==> src/design/svg_pkg.sv <==
`timescale 1ns / 1ps
`default_nettype none

package svg_pkg;

   // Grid index clamp applied to both slice and stack indices
   localparam int MAX_DIVISIONS = 1024;

   localparam int INDEX_W    = 11;
   localparam int ANGLE_W    = 16;
   localparam int RADIUS_W   = 16;
   localparam int TEX_W      = 17;
   localparam int NORM_W     = 16;
   localparam int POS_W      = 17;
   localparam int MAG_W      = 15;
   localparam int CSR_ADDR_W = 3;
   localparam int CSR_DATA_W = 17;

   localparam logic [TEX_W-1:0]   TEX_ONE     = 17'd65536;
   localparam logic [ANGLE_W-1:0] QUARTER_TURN = 16'd16384;

   typedef enum logic [CSR_ADDR_W-1:0] {
      CSR_RADIUS     = 3'd0,
      CSR_THETA_STEP = 3'd1,
      CSR_PHI_STEP   = 3'd2,
      CSR_TEX_S_STEP = 3'd3,
      CSR_TEX_T_STEP = 3'd4
   } csr_index_type;

   typedef struct packed {
      logic [RADIUS_W-1:0] radius;
      logic [ANGLE_W-1:0]  theta_step;
      logic [ANGLE_W-1:0]  phi_step;
      logic [TEX_W-1:0]    tex_s_step;
      logic [TEX_W-1:0]    tex_t_step;
   } csr_type;

   // Load enables for the two stages inside a sine/cosine unit
   typedef struct packed {
      logic addr_en;
      logic rd_en;
   } stage_en_type;

endpackage

`default_nettype wire

==> src/design/svg_csr.sv <==
`timescale 1ns / 1ps
`default_nettype none

module svg_csr import svg_pkg::*; (
   input  wire logic                  clock,
   input  wire logic                  reset,
   input  wire logic                  csr_valid,
   output logic                       csr_ready,
   input  wire logic [CSR_ADDR_W-1:0] csr_index,
   input  wire logic [CSR_DATA_W-1:0] csr_wdata,
   output csr_type                    regs
);

   csr_type regs_ff;
   csr_type regs_in;

   always_comb begin
      regs_in = regs_ff;
      if (csr_valid) begin
         case (csr_index)
            CSR_RADIUS:     regs_in.radius     = csr_wdata[RADIUS_W-1:0];
            CSR_THETA_STEP: regs_in.theta_step = csr_wdata[ANGLE_W-1:0];
            CSR_PHI_STEP:   regs_in.phi_step   = csr_wdata[ANGLE_W-1:0];
            CSR_TEX_S_STEP: regs_in.tex_s_step = csr_wdata[TEX_W-1:0];
            CSR_TEX_T_STEP: regs_in.tex_t_step = csr_wdata[TEX_W-1:0];
            default:        regs_in = regs_ff; // drop writes past the map
         endcase
      end
   end

   always_ff @(posedge clock) begin
      if (reset) begin
         regs_ff.radius     <= 16'd256;
         regs_ff.theta_step <= 16'd4096;
         regs_ff.phi_step   <= 16'd2048;
         regs_ff.tex_s_step <= 17'd4096;
         regs_ff.tex_t_step <= 17'd4096;
      end else begin
         regs_ff <= regs_in;
      end
   end

   assign csr_ready = 1'b1;
   assign regs      = regs_ff;

endmodule

`default_nettype wire

==> config.mk <==
export PLATFORM = sky130hd
export DESIGN_NAME = svg_csr
export DESIGN_NICKNAME = d
export VERILOG_FILES = /design/src/design/svg_pkg.sv /design/src/design/svg_csr.sv
export SDC_FILE = /design/constraint.sdc
export NUM_CORES = 1
export LEC_CHECK = 0
export BUFFER_PORTS_ARGS = -buffer_cell sky130_fd_sc_hd__clkbuf_2
export CORE_ASPECT_RATIO = 2
export CORE_MARGIN = 2
export CORE_UTILIZATION = 46
export DETAILED_ROUTE_END_ITERATION = 8
export PLACE_DENSITY = 0.75
export SYNTH_ARGS = -nofsm -noshare
export SYNTH_HDL_FRONTEND = slang
export SYNTH_SLANG_ARGS = --single-unit
==> constraint.sdc <==
create_clock -name clock -period 1.6 [get_ports clock]
set_input_delay 0.32 -clock clock [delete_from_list [all_inputs] [get_ports clock]]
set_output_delay 0.32 -clock clock [all_outputs]
set_load 0.02 [all_outputs]
Word-level counts from Yosys, hierarchy flattened

Index checks and enable logic that the tools add are counted.

Bits in read-only memories: 0
Bits of input ports: 23
Memories: 0
Flip-flop bits (word level): 82
Word-level logic and storage cells: 15
Output and inout port bits: 83
Bits in writable memories: 0
Bits in latches: 0

Multiplexer cells: 0
Divide/modulo/power cells: 0
Shift operators: 0
Add/sub/neg operators: 0
Bitwise logic cells: 0
Multipliers: 0
Reductions and logical operators: 6
Equal/unequal tests: 4
Order comparisons: 0

Operators by type and width:

| operator                                             | number |
|---|---|
| AND reduction 2 bit                                  | 5 |
| equality test 3 x 2 -> 1 bit (second input constant) | 2 |
| equality test 3 x 1 -> 1 bit (second input constant) | 1 |
| equality test 3 bit (second input constant)          | 1 |
| logical NOT 3 bit                                    | 1 |

Depth between registers and ports, before layout

Depth in word-level cells: 2
Mapped depth: 5

Worst setup path after synthesis

No wires, ideal clock.

Path kind: input to register
Start: in csr_index[0]
End: reg regs_ff (netlist bit regs[71])
Arrival time: 1.283 ns
Slack: 0.195 ns
Data required time: 1.478 ns
Cell stages on the path: 4
Path buffers: 2
Cell sequence: buf_2 or4b_1 buf_4 mux2i_1

Word-level cells in the longest chain between the ends: 2

RTL lines:

| element                       | line          | RTL |
|---|---|---|
| start: declaration            | svg_csr.sv:9  | `input wire logic [CSR_ADDR_W-1:0] csr_index,` |
| logical NOT 3 bit             | svg_csr.sv:20 | `case (csr_index)` |
| AND reduction 2 bit (no line) | -             |  |
| end signal: assignment        | svg_csr.sv:39 | `regs_ff <= regs_in;` |
| end: declaration              | svg_csr.sv:14 | `csr_type regs_ff;` |

Every way passes these cells.
A chain may end at the register's enable or synchronous reset.

Worst setup path after layout

Start: reg regs_ff (netlist bit regs[72])
End: out regs[72] (netlist name)

RTL lines:

| element          | line          | RTL |
|---|---|---|
| end: declaration | svg_csr.sv:11 | `output csr_type regs` |

No word-level cell between the ends.

==> summary.txt <==
Run status
  • Status: completed

Placement
  • Input/output buffers: roughly 100
  • RD Place Congestion: 0.736
  • Dpl cells: 485
  • Instance area at placement: 4000 sq um
  • DP HPWL: 5670 microns

Synthesis
  • Post-Syn Nets: roughly 320
  • Largest family of logic cells by synthesized area: multiplexers
  • Xor-xnor portion of the synthesized cell area: 0
  • Post-synthesis simple-gate area fraction: 0.222
  • Synthesized area: 3300 sq um
  • Asr flop ratio synth: 0
  • #FFs+latches synth: 82
  • Number of synthesis warnings: 0
  • Post-synth EDFFs: 0
  • Mux cell area share after synthesis: 0.249
  • Mapped Avg Cell Area: 11.1 sq um
  • Synth Area in Adders: 0
  • Synth Instances: 298
  • Sequential fraction of the synthesis area: 0.497
  • Post-synth top flop: dfxtp_1
  • Yosys cell types: 15
  • Compound-Gate Fraction of Synth Area: 0

Drt
  • Vias per cell: 4.82
  • Wire length per cell: between 15 and 20 microns
  • Final WL: 7530 microns
  • DRT Pass-1 Iters: 4
  • Post-route DRC: 0
  • Vias: 2411
  • ANT nets after route: 0
  • First DRT Iteration DRCs: 95

Run
  • Max Cap Viol: 0

Setup path
  • Crit path max-delay family: flip-flops
  • Crit path max fanout: 2
  • Reg-to-Reg Start: regs[47]
  • WP data arrival: slightly below 0.9 ns
  • Startpoint class of the critical path: flip-flop
  • Worst path cell trace: clkbuf_2
  • Worst Setup SP: regs[72]
  • Worst path max stage delay: 0.37 ns
  • Setup CP Type: reg2out
  • Flop-to-flop setup slack: 0.98 ns
  • FF-to-FF path depth: 2
  • Slowest-stage cell, CP: dfxtp_1
  • Worst path bufs/invs: 1
  • CP Capture Type: output pin
  • Reg-to-Reg End: regs[47]
  • WP data required: 1.28 ns

Layout
  • Filler cells: 581
  • Post-Layout Cell Count: 500
  • Post-route cell area: 4320 sq um
  • FF+latch area: ~1600 sq um
  • Layout area overhead: 30.9%
  • Total Nets Final: approximately 430
  • Diode count: 0
  • Share of cells above drive strength 1: 0.334
  • Post-layout util: 0.623
  • Max FFs per register: 82
  • Most frequent cells in the layout: clkbuf_2, nand2b_1, mux2i_1, dfxtp_1, buf_4
  • Area of the multi-input gates: 1570 sq um
  • Commonest non-fill, non-tap cell in the layout: clkbuf_2

Min path
  • Hold Path Class: in2reg
  • Cell depth of the worst hold path: 3
  • Worst min-delay path startpoint: csr_wdata[8]
  • Hold Path End: regs[74]

Global route
  • Antenna violations before repair: 0
  • Vias in the first global route: ~2.4k
  • Largest net degree at the start of global routing: 39
  • Tot GR Track Use: 0.201
  • GR Overflow Total: 0
  • First-pass GRT wire length: approximately 12000 microns

Clocking
  • Skew-Pair Late Insertion Delay: approximately 0.33 ns
  • Clk root buf: clkbuf_16
  • CTS tree: built
  • Htree depth: 3
  • Cts hold-fix bufs: 0
  • CTS Sinks: 82
  • Post-CTS sizing: 0
  • Clock buffer count from CTS: 9
  • Clk buf depth: 2
  • Post-CTS setup repair buffer count: 0
  • Clk slew on worst S/H paths: 0.05 ns

STA
  • Final hold violation count: 0
  • Period utilization: 0.757
  • Final setup viols: 0
  • Final Max Slew Viols: 0
  • Total negative slack: 0 ns
  • FMAX: 0.826 GHz
  • Unrepaired setup endpoints after global routing: no
  • Final Skew: 0 ns
  • Minimum clock period: approximately 1.2 ns

Floorplanning
  • Row count: 43
  • Area of the core: 6940 sq um
  • Die H: approximately 120 microns
  • Initial Utilization: 0.476
  • Io pins: 106
  • Die footprint: 7910 sq um
  • Die W: 63.9 microns

Power and ir drop
  • Power per standard cell area: 1070 nW/um^2
  • Maximum vdd drop: 0.796 mV
  • Leakage power: 2.21 nW
[how the worst max path moves through the flow]
| stage | to | slack, ns | cells past startpoint |
|---|---|---|---|
| global route | regs[72] | 0.35 | 1 |
| detailed placement | regs[73] | 0.18 | 4 |
| floorplan | regs[71] | 0.19 | 4 |
| global placement | regs[81] | 0.20 | 4 |
| finish | regs[72] | 0.39 | 1 |
| CTS | regs[72] | 0.35 | 1 |
[where the power goes]
| group | switching, mW | leakage [nW] | internal (mW) |
|---|---|---|---|
| sequential | 0.0252 | 0.664 | 2.09 |
| clock | 0.740 | 0.161 | 1.41 |
| combinational | 0.210 | 1.39 | 0.166 |
| total | 0.975 | 2.21 | 3.67 |
[per-layer routing]
metal	global-route usage	routed length, microns	vias up
li1	-	-	1210
met2	0.370	4240	63
met5	0	0	-
met1	0.210	2830	1127
met4	0.0910	156	0
met3	0.0506	313	11
[area by class of cell]
cell class                 instances  area share
sequential                        82       0.380
multi-input combinational        194       0.364
timing repair buffer             119       0.155
clock buffer                      14      0.0680
tap                               90      0.0261
clock inverter                     1     0.00695
[metrics by stage]
stage / hold slack, ns / worst slack (ns) / total power [mW]
after floorplan: 0.487 / 0.195 / 2.39
after global placement: 0.460 / 0.198 / 2.53
after detailed placement: 0.464 / 0.185 / 2.54
after CTS: 0.269 / 0.347 / 4.70
after global routing: 0.299 / 0.350 / 4.80
final: 0.288 / 0.389 / 4.64
[cell usage after synthesis, types with 3 or more instances]
library cell / number / area, sq um
nand2b_1: 94 / 588
dfxtp_1: 82 / 1640
mux2i_1: 82 / 821
clkbuf_1: 12 / 45.0
nor2_1: 8 / 30.0
buf_2: 7 / 35.0
buf_4: 3 / 22.5
nand4bb_1: 3 / 33.8
[cell families after synthesis]
logic type,after synthesis
buffers and inverters,22
and+or+nand+nor,111
muxes,82
DFF,82
other,1
No activity file was read; power rests on OpenSTA's default activity.
